===== src/rtl/epc_pkg.sv =====
`timescale 1ns / 1ps
// ----------------------------------------------------------------------------
// Epoch calendar converter package
// Shared item types, calendar constants, month tables and the control and
// status records that pass between the sequencer and the serial divider.
// ----------------------------------------------------------------------------
package epc_pkg;

   localparam int DIV_WIDTH = 48;

   localparam logic [26:0] MS_PER_DAY  = 27'd86400000;
   localparam logic [26:0] MS_PER_HOUR = 27'd3600000;
   localparam logic [26:0] MS_PER_MIN  = 27'd60000;
   localparam logic [26:0] MS_PER_SEC  = 27'd1000;
   localparam logic [26:0] DAYS_400Y   = 27'd146097;
   localparam logic [26:0] DAYS_100Y   = 27'd36524;
   localparam logic [26:0] DAYS_4Y     = 27'd1461;
   localparam logic [26:0] DAYS_1Y     = 27'd365;
   localparam logic [26:0] YEARS_100   = 27'd100;

   // Days from 1601-01-01 to 1970-01-01.
   localparam logic [23:0] DAYS_1601_TO_1970 = 24'd134774;

   localparam logic [13:0] YEAR_MIN   = 14'd1970;
   localparam logic [13:0] YEAR_MAX   = 14'd9999;
   localparam logic [13:0] YEAR_CYCLE = 14'd1601;

   typedef struct packed {
      logic        mode;
      logic [47:0] stamp_in;
      logic [13:0] year_in;
      logic [3:0]  month_in;
      logic [4:0]  day_in;
      logic [4:0]  hour_in;
      logic [5:0]  minute_in;
      logic [5:0]  second_in;
      logic [9:0]  milli_in;
   } req_item_type;

   typedef struct packed {
      logic [47:0] stamp_out;
      logic [13:0] year_out;
      logic [3:0]  month_out;
      logic [4:0]  day_out;
      logic [4:0]  hour_out;
      logic [5:0]  minute_out;
      logic [5:0]  second_out;
      logic [9:0]  milli_out;
      logic        leap_flag;
      logic [8:0]  day_of_year;
      logic [21:0] day_count;
   } rsp_item_type;

   typedef struct packed {
      logic        start;
      logic [5:0]  nbits;
      logic [26:0] divisor;
   } div_ctl_type;

   typedef struct packed {
      logic        done;
      logic [21:0] quot;
      logic [26:0] rem;
   } div_stat_type;

   // First day of each month in a common year, zero based.
   function automatic logic [8:0] month_start(input logic [3:0] idx);
      case (idx)
         4'd0:    month_start = 9'd0;
         4'd1:    month_start = 9'd31;
         4'd2:    month_start = 9'd59;
         4'd3:    month_start = 9'd90;
         4'd4:    month_start = 9'd120;
         4'd5:    month_start = 9'd151;
         4'd6:    month_start = 9'd181;
         4'd7:    month_start = 9'd212;
         4'd8:    month_start = 9'd243;
         4'd9:    month_start = 9'd273;
         4'd10:   month_start = 9'd304;
         4'd11:   month_start = 9'd334;
         default: month_start = 9'd0;
      endcase
   endfunction

   // Largest day accepted on input; February always takes 29.
   function automatic logic [4:0] month_max_day(input logic [3:0] idx);
      case (idx)
         4'd1:                      month_max_day = 5'd29;
         4'd3, 4'd5, 4'd8, 4'd10:   month_max_day = 5'd30;
         default:                   month_max_day = 5'd31;
      endcase
   endfunction

endpackage


===== src/rtl/epc_stream_if.sv =====
`timescale 1ns / 1ps
// ----------------------------------------------------------------------------
// Epoch calendar stream interface
// Valid/ready channel carrying one item per transfer.
// ----------------------------------------------------------------------------
interface epc_stream_if #(parameter type item_type = logic);
   logic     valid;
   logic     ready;
   item_type data;

   modport source (output valid, output data, input ready);
   modport sink   (input valid, input data, output ready);
endinterface


===== src/rtl/epc_serdiv.sv =====
`timescale 1ns / 1ps
// ----------------------------------------------------------------------------
// Serial restoring divider
// Produces one quotient bit per cycle for a caller-chosen quotient length.
// ----------------------------------------------------------------------------
module epc_serdiv
   import epc_pkg::*;
(
   input  logic         clock,
   input  logic         reset,
   input  div_ctl_type  ctl,
   input  logic [47:0]  dividend,
   output div_stat_type stat
);

   logic        run_ff, run_in;
   logic        done_ff, done_in;
   logic [5:0]  cnt_ff, cnt_in;
   logic [26:0] rem_ff;
   logic [47:0] sh_ff;
   logic [21:0] quot_ff;
   logic [26:0] div_ff;
   logic [27:0] trial;
   logic        fits;

   // The caller guarantees the quotient fits nbits, so the bits above the
   // shift window are already smaller than the divisor.
   assign trial = {rem_ff, sh_ff[47]};
   assign fits  = trial >= {1'b0, div_ff};

   always_comb begin
      run_in  = run_ff;
      cnt_in  = cnt_ff;
      done_in = 1'b0;
      if (ctl.start) begin
         run_in = 1'b1;
         cnt_in = ctl.nbits;
      end else if (run_ff) begin
         cnt_in = cnt_ff - 6'd1;
         if (cnt_ff == 6'd1) begin
            run_in  = 1'b0;
            done_in = 1'b1;
         end
      end
   end

   always_ff @(posedge clock) begin
      if (reset) begin
         run_ff  <= 1'b0;
         done_ff <= 1'b0;
         cnt_ff  <= 6'd0;
      end else begin
         run_ff  <= run_in;
         done_ff <= done_in;
         cnt_ff  <= cnt_in;
      end
   end

   always_ff @(posedge clock) begin
      if (ctl.start) begin
         rem_ff  <= 27'(dividend >> ctl.nbits);
         sh_ff   <= dividend << (6'(DIV_WIDTH) - ctl.nbits);
         quot_ff <= 22'd0;
         div_ff  <= ctl.divisor;
      end else if (run_ff) begin
         rem_ff  <= fits ? 27'(trial - {1'b0, div_ff}) : trial[26:0];
         sh_ff   <= {sh_ff[46:0], 1'b0};
         quot_ff <= {quot_ff[20:0], fits};
      end
   end

   assign stat.done = done_ff;
   assign stat.quot = quot_ff;
   assign stat.rem  = rem_ff;

endmodule


===== src/rtl/epoch_ms_calendar_converter.sv =====
`timescale 1ns / 1ps
// ----------------------------------------------------------------------------
// Epoch millisecond calendar converter
// Converts milliseconds since 1970-01-01 to Gregorian fields and back.
// ----------------------------------------------------------------------------
// One item is in work at a time; req_chan is ready whenever the sequencer is
// idle, even while a finished result still waits on rsp_chan. A decode item
// passes from its acceptance to its result on rsp_chan through a launch
// step, the division by the day length, the divisions for hours, minutes and
// seconds, the divisions for the 400, 100, 4 and 1 year periods, a pick-up
// step after each of the eight divisions in which its result is taken and
// the next one is launched, and the month lookup. All divisions share one
// serial restoring divider. A compose item first passes through a launch
// step, the division for the century of the year and its pick-up step, and
// 4 multiply-add steps that build the timestamp, before that decode. A new
// request can be accepted in the same cycle as the result appears; the
// month lookup holds a result until the previous result has been taken or
// is taken in that same cycle.
module epoch_ms_calendar_converter
   import epc_pkg::*;
(
   input  logic          clock,
   input  logic          reset,
   epc_stream_if.sink    req_chan,
   epc_stream_if.source  rsp_chan
);

   localparam logic [4:0] S_IDLE = 5'd0;
   localparam logic [4:0] S_CGO  = 5'd1;
   localparam logic [4:0] S_CYR  = 5'd2;
   localparam logic [4:0] S_CH   = 5'd3;
   localparam logic [4:0] S_CM   = 5'd4;
   localparam logic [4:0] S_CS   = 5'd5;
   localparam logic [4:0] S_CMS  = 5'd6;
   localparam logic [4:0] S_DGO  = 5'd7;
   localparam logic [4:0] S_DDAY = 5'd8;
   localparam logic [4:0] S_DHR  = 5'd9;
   localparam logic [4:0] S_DMIN = 5'd10;
   localparam logic [4:0] S_DSEC = 5'd11;
   localparam logic [4:0] S_Q400 = 5'd12;
   localparam logic [4:0] S_Q100 = 5'd13;
   localparam logic [4:0] S_Q4   = 5'd14;
   localparam logic [4:0] S_Q1   = 5'd15;
   localparam logic [4:0] S_CAL  = 5'd16;

   logic [4:0]   state_ff, state_in;
   logic         rsp_valid_ff, rsp_valid_in;
   rsp_item_type rsp_ff;

   // Latched compose fields; year, month and day are already clamped.
   logic [13:0] yc_ff;
   logic [3:0]  mc_ff;
   logic [4:0]  dc_ff;
   logic [4:0]  h_ff;
   logic [5:0]  mi_ff;
   logic [5:0]  s_ff;
   logic [9:0]  ms_ff;

   logic [47:0] acc_ff;
   logic [47:0] t_ff;
   logic [21:0] days_ff;
   logic [4:0]  hour_ff;
   logic [5:0]  min_ff;
   logic [5:0]  sec_ff;
   logic [9:0]  milli_ff;
   logic [4:0]  q400_ff;
   logic [1:0]  q100_ff;
   logic [4:0]  q4_ff;
   logic [13:0] year_ff;
   logic        leap_ff;
   logic [8:0]  doy_ff;

   div_ctl_type  dctl;
   div_stat_type dstat;
   logic [47:0]  dividend;

   logic         accept;
   logic         rsp_free;

   logic [3:0]   m_clamp;
   logic [4:0]   d_clamp;
   logic [13:0]  y_clamp;

   logic [13:0]  cy_off;
   logic [6:0]   cq100;
   logic [6:0]   cq400;
   logic         cleap;
   logic [23:0]  cdays;

   logic [1:0]   q100_c;
   logic [26:0]  r100_c;
   logic [1:0]   q1_c;
   logic [8:0]   doy_c;
   logic [13:0]  year_c;
   logic         leap_c;

   logic [3:0]   mon_idx;
   logic [8:0]   mon_start;
   logic [8:0]   s_try;
   logic [4:0]   dom;

   epc_serdiv u_div (
      .clock    (clock),
      .reset    (reset),
      .ctl      (dctl),
      .dividend (dividend),
      .stat     (dstat)
   );

   assign req_chan.ready = (state_ff == S_IDLE);
   assign accept         = req_chan.valid && req_chan.ready;
   assign rsp_free       = !rsp_valid_ff || rsp_chan.ready;

   assign rsp_chan.valid = rsp_valid_ff;
   assign rsp_chan.data  = rsp_ff;

   // Input clamping for compose: bad month becomes January, bad day becomes
   // the first, and the year is held to the supported range.
   always_comb begin
      m_clamp = req_chan.data.month_in;
      if (m_clamp < 4'd1 || m_clamp > 4'd12) begin
         m_clamp = 4'd1;
      end
      d_clamp = req_chan.data.day_in;
      if (d_clamp == 5'd0 || d_clamp > month_max_day(m_clamp - 4'd1)) begin
         d_clamp = 5'd1;
      end
      y_clamp = req_chan.data.year_in;
      if (y_clamp < YEAR_MIN) begin
         y_clamp = YEAR_MIN;
      end else if (y_clamp > YEAR_MAX) begin
         y_clamp = YEAR_MAX;
      end
   end

   // Day count of a composed date. The divider has produced (year-1)/100
   // and its remainder; counting from 1601 the century terms drop out of
   // that quotient directly.
   always_comb begin
      cy_off = yc_ff - YEAR_CYCLE;
      cq100  = dstat.quot[6:0] - 7'd16;
      cq400  = cq100 >> 2;
      cleap  = (yc_ff[1:0] == 2'b00) &&
               ((dstat.rem[6:0] != 7'd99) || (dstat.quot[1:0] == 2'b11));
      cdays  = 24'(cy_off) * 24'd365 + 24'(cy_off >> 2) - 24'(cq100) + 24'(cq400)
             - DAYS_1601_TO_1970 + 24'(month_start(mc_ff - 4'd1))
             + 24'(dc_ff) - 24'd1 + 24'(mc_ff > 4'd2 && cleap);
   end

   // The last century of a 400 year cycle and the last year of a 4 year cycle
   // are one day longer, so a quotient of four is folded back to three.
   always_comb begin
      if (dstat.quot[2:0] == 3'd4) begin
         q100_c = 2'd3;
         r100_c = dstat.rem + DAYS_100Y;
      end else begin
         q100_c = dstat.quot[1:0];
         r100_c = dstat.rem;
      end
      if (dstat.quot[2:0] == 3'd4) begin
         q1_c  = 2'd3;
         doy_c = dstat.rem[8:0] + 9'd365;
      end else begin
         q1_c  = dstat.quot[1:0];
         doy_c = dstat.rem[8:0];
      end
      year_c = YEAR_CYCLE + 14'(q400_ff) * 14'd400 + 14'(q100_ff) * 14'd100
             + 14'(q4_ff) * 14'd4 + 14'(q1_c);
      leap_c = (q1_c == 2'd3) && ((q4_ff != 5'd24) || (q100_ff == 2'd3));
   end

   // Month lookup: the last month whose start is not past the day of year.
   always_comb begin
      mon_idx   = 4'd0;
      mon_start = 9'd0;
      s_try     = 9'd0;
      for (int i = 0; i < 12; i++) begin
         s_try = month_start(4'(i)) + ((i >= 2) ? 9'(leap_ff) : 9'd0);
         if (doy_ff >= s_try) begin
            mon_idx   = 4'(i);
            mon_start = s_try;
         end
      end
      dom = 5'(doy_ff - mon_start + 9'd1);
   end

   // Divider launches. Each later phase starts in the cycle the previous one
   // reports done, dividing its remainder (folded for 4 years, days for 400).
   always_comb begin
      dctl     = '0;
      dividend = 48'd0;
      case (state_ff)
         S_CGO: begin
            dctl.start   = 1'b1;
            dctl.nbits   = 6'd7;
            dctl.divisor = YEARS_100;
            dividend     = 48'(yc_ff - 14'd1);
         end
         S_DGO: begin
            dctl.start   = 1'b1;
            dctl.nbits   = 6'd48;
            dctl.divisor = MS_PER_DAY;
            dividend     = t_ff;
         end
         S_DDAY: begin
            dctl.start   = dstat.done;
            dctl.nbits   = 6'd5;
            dctl.divisor = MS_PER_HOUR;
            dividend     = 48'(dstat.rem);
         end
         S_DHR: begin
            dctl.start   = dstat.done;
            dctl.nbits   = 6'd6;
            dctl.divisor = MS_PER_MIN;
            dividend     = 48'(dstat.rem);
         end
         S_DMIN: begin
            dctl.start   = dstat.done;
            dctl.nbits   = 6'd6;
            dctl.divisor = MS_PER_SEC;
            dividend     = 48'(dstat.rem);
         end
         S_DSEC: begin
            dctl.start   = dstat.done;
            dctl.nbits   = 6'd5;
            dctl.divisor = DAYS_400Y;
            dividend     = 48'(24'(days_ff) + DAYS_1601_TO_1970);
         end
         S_Q400: begin
            dctl.start   = dstat.done;
            dctl.nbits   = 6'd3;
            dctl.divisor = DAYS_100Y;
            dividend     = 48'(dstat.rem);
         end
         S_Q100: begin
            dctl.start   = dstat.done;
            dctl.nbits   = 6'd5;
            dctl.divisor = DAYS_4Y;
            dividend     = 48'(r100_c);
         end
         S_Q4: begin
            dctl.start   = dstat.done;
            dctl.nbits   = 6'd3;
            dctl.divisor = DAYS_1Y;
            dividend     = 48'(dstat.rem);
         end
         default: begin
            dctl     = '0;
            dividend = 48'd0;
         end
      endcase
   end

   always_comb begin
      state_in     = state_ff;
      rsp_valid_in = rsp_valid_ff && !rsp_chan.ready;
      case (state_ff)
         S_IDLE: begin
            if (accept) begin
               state_in = req_chan.data.mode ? S_CGO : S_DGO;
            end
         end
         S_CGO:  state_in = S_CYR;
         S_CYR: begin
            if (dstat.done) begin
               state_in = S_CH;
            end
         end
         S_CH:   state_in = S_CM;
         S_CM:   state_in = S_CS;
         S_CS:   state_in = S_CMS;
         S_CMS:  state_in = S_DGO;
         S_DGO:  state_in = S_DDAY;
         S_DDAY: if (dstat.done) state_in = S_DHR;
         S_DHR:  if (dstat.done) state_in = S_DMIN;
         S_DMIN: if (dstat.done) state_in = S_DSEC;
         S_DSEC: if (dstat.done) state_in = S_Q400;
         S_Q400: if (dstat.done) state_in = S_Q100;
         S_Q100: if (dstat.done) state_in = S_Q4;
         S_Q4:   if (dstat.done) state_in = S_Q1;
         S_Q1:   if (dstat.done) state_in = S_CAL;
         S_CAL: begin
            if (rsp_free) begin
               state_in     = S_IDLE;
               rsp_valid_in = 1'b1;
            end
         end
         default: state_in = S_IDLE;
      endcase
   end

   always_ff @(posedge clock) begin
      if (reset) begin
         state_ff     <= S_IDLE;
         rsp_valid_ff <= 1'b0;
      end else begin
         state_ff     <= state_in;
         rsp_valid_ff <= rsp_valid_in;
      end
   end

   // Datapath registers.
   always_ff @(posedge clock) begin
      if (accept) begin
         t_ff  <= req_chan.data.stamp_in;
         yc_ff <= y_clamp;
         mc_ff <= m_clamp;
         dc_ff <= d_clamp;
         h_ff  <= req_chan.data.hour_in;
         mi_ff <= req_chan.data.minute_in;
         s_ff  <= req_chan.data.second_in;
         ms_ff <= req_chan.data.milli_in;
      end
      // Timestamp built by Horner steps: days, hours, minutes, seconds, ms.
      if (state_ff == S_CYR && dstat.done) begin
         acc_ff <= 48'(cdays[21:0]);
      end
      if (state_ff == S_CH) begin
         acc_ff <= acc_ff * 48'd24 + 48'(h_ff);
      end
      if (state_ff == S_CM) begin
         acc_ff <= acc_ff * 48'd60 + 48'(mi_ff);
      end
      if (state_ff == S_CS) begin
         acc_ff <= acc_ff * 48'd60 + 48'(s_ff);
      end
      if (state_ff == S_CMS) begin
         t_ff <= acc_ff * 48'd1000 + 48'(ms_ff);
      end
      if (dstat.done) begin
         case (state_ff)
            S_DDAY: days_ff <= dstat.quot;
            S_DHR:  hour_ff <= dstat.quot[4:0];
            S_DMIN: min_ff  <= dstat.quot[5:0];
            S_DSEC: begin
               sec_ff   <= dstat.quot[5:0];
               milli_ff <= dstat.rem[9:0];
            end
            S_Q400: q400_ff <= dstat.quot[4:0];
            S_Q100: q100_ff <= q100_c;
            S_Q4:   q4_ff   <= dstat.quot[4:0];
            S_Q1: begin
               year_ff <= year_c;
               leap_ff <= leap_c;
               doy_ff  <= doy_c;
            end
            default: begin
            end
         endcase
      end
      if (state_ff == S_CAL && rsp_free) begin
         rsp_ff.stamp_out   <= t_ff;
         rsp_ff.year_out    <= year_ff;
         rsp_ff.month_out   <= mon_idx + 4'd1;
         rsp_ff.day_out     <= dom;
         rsp_ff.hour_out    <= hour_ff;
         rsp_ff.minute_out  <= min_ff;
         rsp_ff.second_out  <= sec_ff;
         rsp_ff.milli_out   <= milli_ff;
         rsp_ff.leap_flag   <= leap_ff;
         rsp_ff.day_of_year <= doy_ff;
         rsp_ff.day_count   <= days_ff;
      end
   end

endmodule


===== src/flat_wrapper.sv =====
// flat-port wrapper written by rule: the top's interface ports become plain ports
module epoch_ms_calendar_converter_flat import epc_pkg::*;
  (clock, reset, req_chan_valid, req_chan_data, req_chan_ready, rsp_chan_valid, rsp_chan_data, rsp_chan_ready);
  epc_stream_if #(.item_type(req_item_type)) req_chan_i ();
  epc_stream_if #(.item_type(rsp_item_type)) rsp_chan_i ();
  input  logic clock;
  input  logic reset;
  input wire logic [$bits(req_chan_i.valid)-1:0] req_chan_valid;
  input wire logic [$bits(req_chan_i.data)-1:0] req_chan_data;
  output wire logic [$bits(req_chan_i.ready)-1:0] req_chan_ready;
  output wire logic [$bits(rsp_chan_i.valid)-1:0] rsp_chan_valid;
  output wire logic [$bits(rsp_chan_i.data)-1:0] rsp_chan_data;
  input wire logic [$bits(rsp_chan_i.ready)-1:0] rsp_chan_ready;
  assign req_chan_i.valid = req_chan_valid;
  assign req_chan_i.data = req_chan_data;
  assign req_chan_ready = req_chan_i.ready;
  assign rsp_chan_valid = rsp_chan_i.valid;
  assign rsp_chan_data = rsp_chan_i.data;
  assign rsp_chan_i.ready = rsp_chan_ready;
  epoch_ms_calendar_converter u_core (.clock(clock), .reset(reset), .req_chan(req_chan_i), .rsp_chan(rsp_chan_i));
endmodule

===== config.mk =====
export PLATFORM = sky130hd
export DESIGN_NAME = epoch_ms_calendar_converter_flat
export DESIGN_NICKNAME = d
export VERILOG_FILES = /design/src/rtl/epc_pkg.sv /design/src/rtl/epc_stream_if.sv /design/src/rtl/epc_serdiv.sv /design/src/rtl/epoch_ms_calendar_converter.sv /design/src/flat_wrapper.sv
export SDC_FILE = /design/constraint.sdc
export NUM_CORES = 2
export LEC_CHECK = 0
export BUFFER_PORTS_ARGS = -buffer_cell sky130_fd_sc_hd__buf_2
export CORE_MARGIN = 1.5
export CORE_UTILIZATION = 30
export DETAILED_ROUTE_END_ITERATION = 16
export SLEW_MARGIN = 20
export SYNTH_ARGS = -nofsm -noshare
export SYNTH_HDL_FRONTEND = slang
export SYNTH_SLANG_ARGS = --single-unit
export TNS_END_PERCENT = 100

===== constraint.sdc =====
create_clock -name clock -period 16.13 [get_ports clock]
set_clock_uncertainty 0.2 [all_clocks]
set_input_delay 1.613 -clock clock [delete_from_list [all_inputs] [get_ports clock]]
set_output_delay 1.613 -clock clock [all_outputs]
set_load 0.01 [all_outputs]

* Word level (Yosys, flattened, before mapping)
Memory sizes are Yosys's and may differ from the RTL's.
Cells that the tools add are included.
** Word-level totals
- Register bits :: 499
- Word-level logic and storage cells :: 243
- Output and inout port bits :: 132
- Input port bits :: 103
- ROM bits :: 144
- Memories :: 1
** Cells by class
- Add/subtract/negate cells :: 40
- Magnitude comparators :: 18
- Bitwise operators :: 1
- Shifts and indexed selects :: 2
- Equal/unequal tests :: 39
- Reductions and logical operators :: 33
- $mul :: 6
- Muxes and demuxes :: 62
** Memory list
- (no name shown) :: words 16, width 9, rd ports 1, clocked after memory_dff 0, wr ports 0, line epc_pkg.sv:68 : case (idx)
** Operators with widths (number)
- $mux W48 :: 8
- $pmux W34 S9 :: 1
- $pmux W48 S5 :: 1
- $mux W5 :: 22
- $mux W27 :: 4
- $add A48 B6 Y48 :: 2
- $pmux W5 S17 :: 1
- $ge A9 B9 Y1 :: 7
- $add A48 B10 Y48 :: 1
- $add A48 B5 Y48 :: 1
- $mul A48 B2 Y45 const B :: 1
- $mul A48 B4 Y46 const B :: 1
- $mul A48 B7 Y45 const B :: 1
- $shl A48 B6 Y48 :: 1
- $shr A48 B6 Y27 :: 1
- $add A22 B5 Y22 :: 2
- $eq A5 B4 Y1 const B :: 8
- $add A8 B1 Y9 const A :: 4
- $ge A28 B27 Y1 :: 1
- $add A27 B16 Y27 const B :: 1
- $add A9 B1 Y9 const A :: 3
- $sub A27 B27 Y27 :: 1
- $add A22 B18 Y23 const B :: 1
- $add A22 B1 Y22 :: 1
- 70 further kinds :: 126

* Longest topological paths before layout
- Depth in word-level cells :: 14
- Mapped depth :: 33
- Depth with buffers taken out :: 33

* Modules after synthesis
A second synthesis with hierarchy kept.
** Second synthesis, totals
- Cells, all modules :: 5225
- Area total of the unflattened synthesis :: 49408.6 um^2
** By module, submodules not included
- epoch_ms_calendar_converter :: times used 1, area an instance 37569.8 um^2, seq. area each 10870.4 um^2, cells an instance 3991
- epc_serdiv :: times used 1, area an instance 11838.9 um^2, seq. area each 3663.5 um^2, cells an instance 1234

* Worst setup path after synthesis
Ideal clock, no wire load.
- Kind :: in2reg
- From :: in rsp_chan_ready
- To :: reg u_core.rsp_ff, in the netlist u_core.rsp_chan.data[0] (enable)
- Buffers on the path :: 0
- Required time :: 15.295 ns
- Path slack :: 7.819 ns
- Data arrival time :: 7.476 ns
- Cell stages on the path :: 2
- Path through :: nand2b_1 nor2b_1
** Between the ends
- Cells in the longest elaborated chain, start to end :: 2
** RTL lines
- start, declared :: line flat_wrapper.sv:13 : input wire logic [$bits(rsp_chan_i.ready)-1:0] rsp_chan_ready;
- $logic_or A1 B1 Y1 :: line epoch_ms_calendar_converter.sv:112 : assign rsp_free = !rsp_valid_ff || rsp_chan.ready;
- $logic_and A1 B1 Y1 :: line epoch_ms_calendar_converter.sv:351 : if (state_ff == S_CAL && rsp_free) begin
- end, declared :: line epoch_ms_calendar_converter.sv:48 : rsp_item_type rsp_ff;
No other way between the ends.
A chain may end at the register's enable or synchronous reset.

* Worst setup path after layout
- From :: reg u_core.mc_ff[1]
- To :: reg u_core.acc_ff[21] (data pin)
** Between the ends
- Cells in the longest elaborated chain, start to end :: 10
- Elaborated cells on any way between the ends :: 12
- Classes of those cells :: add/sub: 5; order compare: 1; mux: 4; reduce/logical: 1; memory: 1
** RTL lines
- start, declared :: line epoch_ms_calendar_converter.sv:52 : logic [3:0] mc_ff;
- start signal, assigned :: line epoch_ms_calendar_converter.sv:307 : mc_ff <= m_clamp;
- $sub A4 B1 Y4 :: line epoch_ms_calendar_converter.sv:146 : - DAYS_1601_TO_1970 + 24'(month_start(mc_ff - 4'd1))
- $mem_v2 Z16 W9
- $add A22 B9 Y22 :: line epoch_ms_calendar_converter.sv:146
- $add A22 B5 Y22 :: line epoch_ms_calendar_converter.sv:147 : + 24'(dc_ff) - 24'd1 + 24'(mc_ff > 4'd2 && cleap);
- $sub A22 B1 Y22 :: line epoch_ms_calendar_converter.sv:147
- $add A22 B1 Y22 * :: line epoch_ms_calendar_converter.sv:147
- $mux W48 * :: line epoch_ms_calendar_converter.sv:315 : if (state_ff == S_CYR && dstat.done) begin
- $mux W48 * :: line epoch_ms_calendar_converter.sv:318 : if (state_ff == S_CH) begin
- $mux W48 * :: line epoch_ms_calendar_converter.sv:321 : if (state_ff == S_CM) begin
- $mux W48 * :: line epoch_ms_calendar_converter.sv:324 : if (state_ff == S_CS) begin
- end signal, assigned :: line epoch_ms_calendar_converter.sv:316 : acc_ff <= 48'(cdays[21:0]);
- end signal, assigned :: line epoch_ms_calendar_converter.sv:319 : acc_ff <= acc_ff * 48'd24 + 48'(h_ff);
- end signal, assigned :: line epoch_ms_calendar_converter.sv:322 : acc_ff <= acc_ff * 48'd60 + 48'(mi_ff);
- end, declared :: line epoch_ms_calendar_converter.sv:59 : logic [47:0] acc_ff;
Every way passes the cells marked *; elsewhere a longest branch is shown, timed or not. The select of a mux whose other input is x is not followed.

==> summary by stage <==
Run status
The flow ran to the end, and the final reports show no timing, DRC or antenna violations.

GRT
The via count of the first global-routing pass is about 37000. The wire length of the first global-routing pass is 236000 um. The total overflow left after global routing is 0. In the global route stage, overall resource usage came out at 0.197. The pin count of the biggest net entering global routing is 76.

The initial antenna violation count is 12.

Clock tree
Clock-pin slew was measured on the worst setup and hold paths at ~0.070 ns. Counting the buffers created by CTS gives 56. The H-tree depth reported by CTS is 2. The cell at the root of the clock tree is sky130_fd_sc_hd__clkbuf_16.

The post-CTS setup buffer count is 0. The later pin in the worst-skew pair is clocked with a latency of approximately 0.7 ns. The clock drives 488 sinks.

After clock tree synthesis, the flow added hold-fix buffers numbering 0. The number of gates resized after CTS was 0. The CTS tree is built. The maximum buffer depth of the clock tree is 3.

STA
The final count of hold timing violations is 0. The setup violation total in the final timing report is 0. The share of the clock period used by the worst path is 0.520. The final number of max-transition violations is 0.

Derived from the worst setup path, the maximum achievable clock frequency is ~0.12 GHz. The final total negative setup slack is 0 ns. Setup repair after global routing left no endpoint under its margin. Setup slack on the critical path of the routed design comes to 7.74 ns. The worst max-slew margin expressed relative to the limit is 0.223. The time the final worst path needs with I/O delays and setup is 8.39 ns. The actual transition at the worst max-transition pin is between 1 and 1.5 ns.

Floorplan
During I/O placement, the number of pins put on the boundary was 235. The placeable core area is roughly 150000 sq um. The die area is ~160000 sq um. The floorplan has around 140 rows. The vertical die dimension is ~390 um. The die width is 394 um. The initial standard-cell utilization of the core is 0.302.

Placed design
The final weighted congestion in routability-driven placement is ~0.99. The count of input and output buffers is 234. The wire-length estimate of the detail-placed layout is 126000 um. OpenSTA, run right after detailed placement, puts the worst setup slack at roughly 7.7 ns.

Yosys
The mean instance size in the synthesized netlist is 9.40 sq um. The commonest cells after synthesis are 553 x sky130_fd_sc_hd__inv_1, 452 x sky130_fd_sc_hd__edfxtp_1, 395 x sky130_fd_sc_hd__nand2_1. In this run, synthesis produced a sequential element count of between 400 and 500. The number of enable-type register cells in the synthesized netlist is about 450. The area share of the leading cell type in the synthesized netlist is 0.296. The most common flop cell mapped by yosys is sky130_fd_sc_hd__edfxtp_1. The number of instances in the synthesized netlist is a little under 5000. The share of synthesized registers carrying an async set or reset is 0. The synthesized netlist contains around 110 unique library cells. The number of nets in the synthesized netlist is about 5600. The most repeated cell in the gate-level netlist after synthesis is sky130_fd_sc_hd__inv_1. By area the synthesized netlist is led by sky130_fd_sc_hd__edfxtp_1 30%, sky130_fd_sc_hd__fa_1 13%, sky130_fd_sc_hd__ha_1 9.4%, sky130_fd_sc_hd__inv_1 4.5%, sky130_fd_sc_hd__xnor2_1 4.4%. The cell accounting for the most synthesized area is sky130_fd_sc_hd__edfxtp_1. The sequential area share after synthesis is 0.312. The Yosys step of the flow raised 0 warnings. The post-synthesis instance area is ~46000 sq um.

Worst setup path
The worst-path maximum fanout is 10. The critical path's largest stage delay is roughly 0.56 ns. For the worst setup path, the data arrival time is 8.64 ns. The critical path class is register to register.

At the worst endpoint, the required time is ~16 ns. The most critical setup path has its startpoint at u_core.mc_ff[1]$_DFFE_PP_. Among all stages on the critical path, the largest delay is contributed by sky130_fd_sc_hd__fa_1. The worst setup path is launched from a register. The kind of capture point of the worst setup path is a register.

The launching point of the worst reg2reg path is u_core.mc_ff[1]$_DFFE_PP_.

Detailed routing
The number of remaining DRC errors is 0. The total wire length after detailed routing is around 160000 um. Dividing the detail-routed wire length by the instance count gives about 22 um. Before antenna repair, the detailed router went through 5 iterations. The via total after detailed routing is about 38000. In this run, the number of DRC markers left after iteration 0 of detailed routing was 3581. Once detail routing completed, the nets flagged for antenna violations numbered 0. In the routed layout, each cell is associated on average with a via count of 5.31.

Hold path
The worst hold path startpoint is u_core.milli_ff[6]$_DFFE_PP_. The class of the worst hold path is register to register.

Layout
Of the cells placed in the final design, the portion with a size suffix greater than 1 is 0.0978. At the end of the flow, the number of nets in the layout was ~5800. Once layout is complete, the utilization of the core stands at 0.337. The growth of design area from synthesis to finish is 11.5%. The filler cells instantiated in the layout total 15600.

Job
The count of max-cap constraint violations is 0.
-- flip-flops by register name, indices dropped and copies added (netlist names), 19 cells and up --
name / cells
u_core.acc_ff: 45
u_core.days_ff: 22
u_core.rsp_chan.data: 130
u_core.t_ff: 48
u_core.u_div.div_ff: 19
u_core.u_div.quot_ff: 22
u_core.u_div.rem_ff: 27
u_core.u_div.sh_ff: 48
-- path summary, 6_finish.rpt --
check             depth (start not counted)  slack, ns                                  to
hold reg to reg                           0       0.21  u_core.rsp_chan.data[38]$_DFFE_PP_
hold / removal                            0       0.21  u_core.rsp_chan.data[38]$_DFFE_PP_
setup / recovery                         31       7.74         u_core.acc_ff[21]$_DFFE_PP_
setup reg to reg                         31       7.74         u_core.acc_ff[21]$_DFFE_PP_
-- cells in the final DEF, fill, tap and decap left out, drive strengths merged, types with 104 or more instances in the layout --
master,count
a21o,104
fa,293
ha,343
edfxtp,452
nor3,115
buf,285
nand2,395
inv,561
nor2,340
nand3,125
a21oi,307
xnor2,232
o21ai,309
xor2,115
-- critical path, delay by kind of cell (launching register included) --
| kind | cells | cell delay, ns |
|---|---|---|
| adders and majority gates | 8 | 3.75 |
| buffers and inverters | 6 | 0.67 |
| xor gates and xnor gates | 1 | 0.10 |
| AOI/OAI and AO/OA | 14 | 2.70 |
| and+or+nand+nor | 2 | 0.22 |
| DFF | 1 | 0.51 |
-- cell families (layout without fill, tap and decap cells) --
family | Yosys count | in the layout | synth area share
and+or+nand+nor | 1342 | 1342 | 0.141
xor gates and xnor gates | 347 | 347 | 0.0666
DFF | 488 | 488 | 0.312
other | 0 | 3 | 0
AOI/OAI and AO/OA | 1220 | 1220 | 0.172
buffers and inverters | 747 | 948 | 0.0620
muxes | 101 | 101 | 0.0247
adders and majority gates | 637 | 637 | 0.222
-- metal layers --
layer  track usage  share of wire  wire length, um  up-vias
met5             0        0.00028               44        -
met4        0.0750          0.042             6520        8
met3        0.0292          0.068            10700      252
met2         0.315           0.45            70300     1408
met1         0.269           0.44            69300    18500
li1              -              -                -    17700
-- final cells by class --
class / count / area (sq um) / share of cell area
multi-input cells: 3647 / 28800 / 0.563
flip-flops and latches: 488 / 14300 / 0.279
well taps: 2030 / 2540 / 0.0496
inverters: 558 / 2090 / 0.0409
repair buffers: 285 / 1570 / 0.0308
clock buffers: 67 / 1470 / 0.0288
clock inverters: 38 / 355 / 0.00694
diodes: 3 / 7.51 / 0.000147
-- stage by stage --
stage / cell area [sq um] / std cells / hold slack, ns
3_5_place_dp: 49300 / 7007 / 0.205
3_3_place_gp: 49300 / 7007 / 0.203
5_1_grt: 51200 / 7114 / 0.213
6_report: 51200 / 7116 / 0.205
4_1_cts: 51100 / 7112 / 0.193
2_1_floorplan: 45900 / 4882 / 0.200
Power is not shown: default switching activity piles up to over one toggle a cycle in this logic, so the estimate is an artifact.
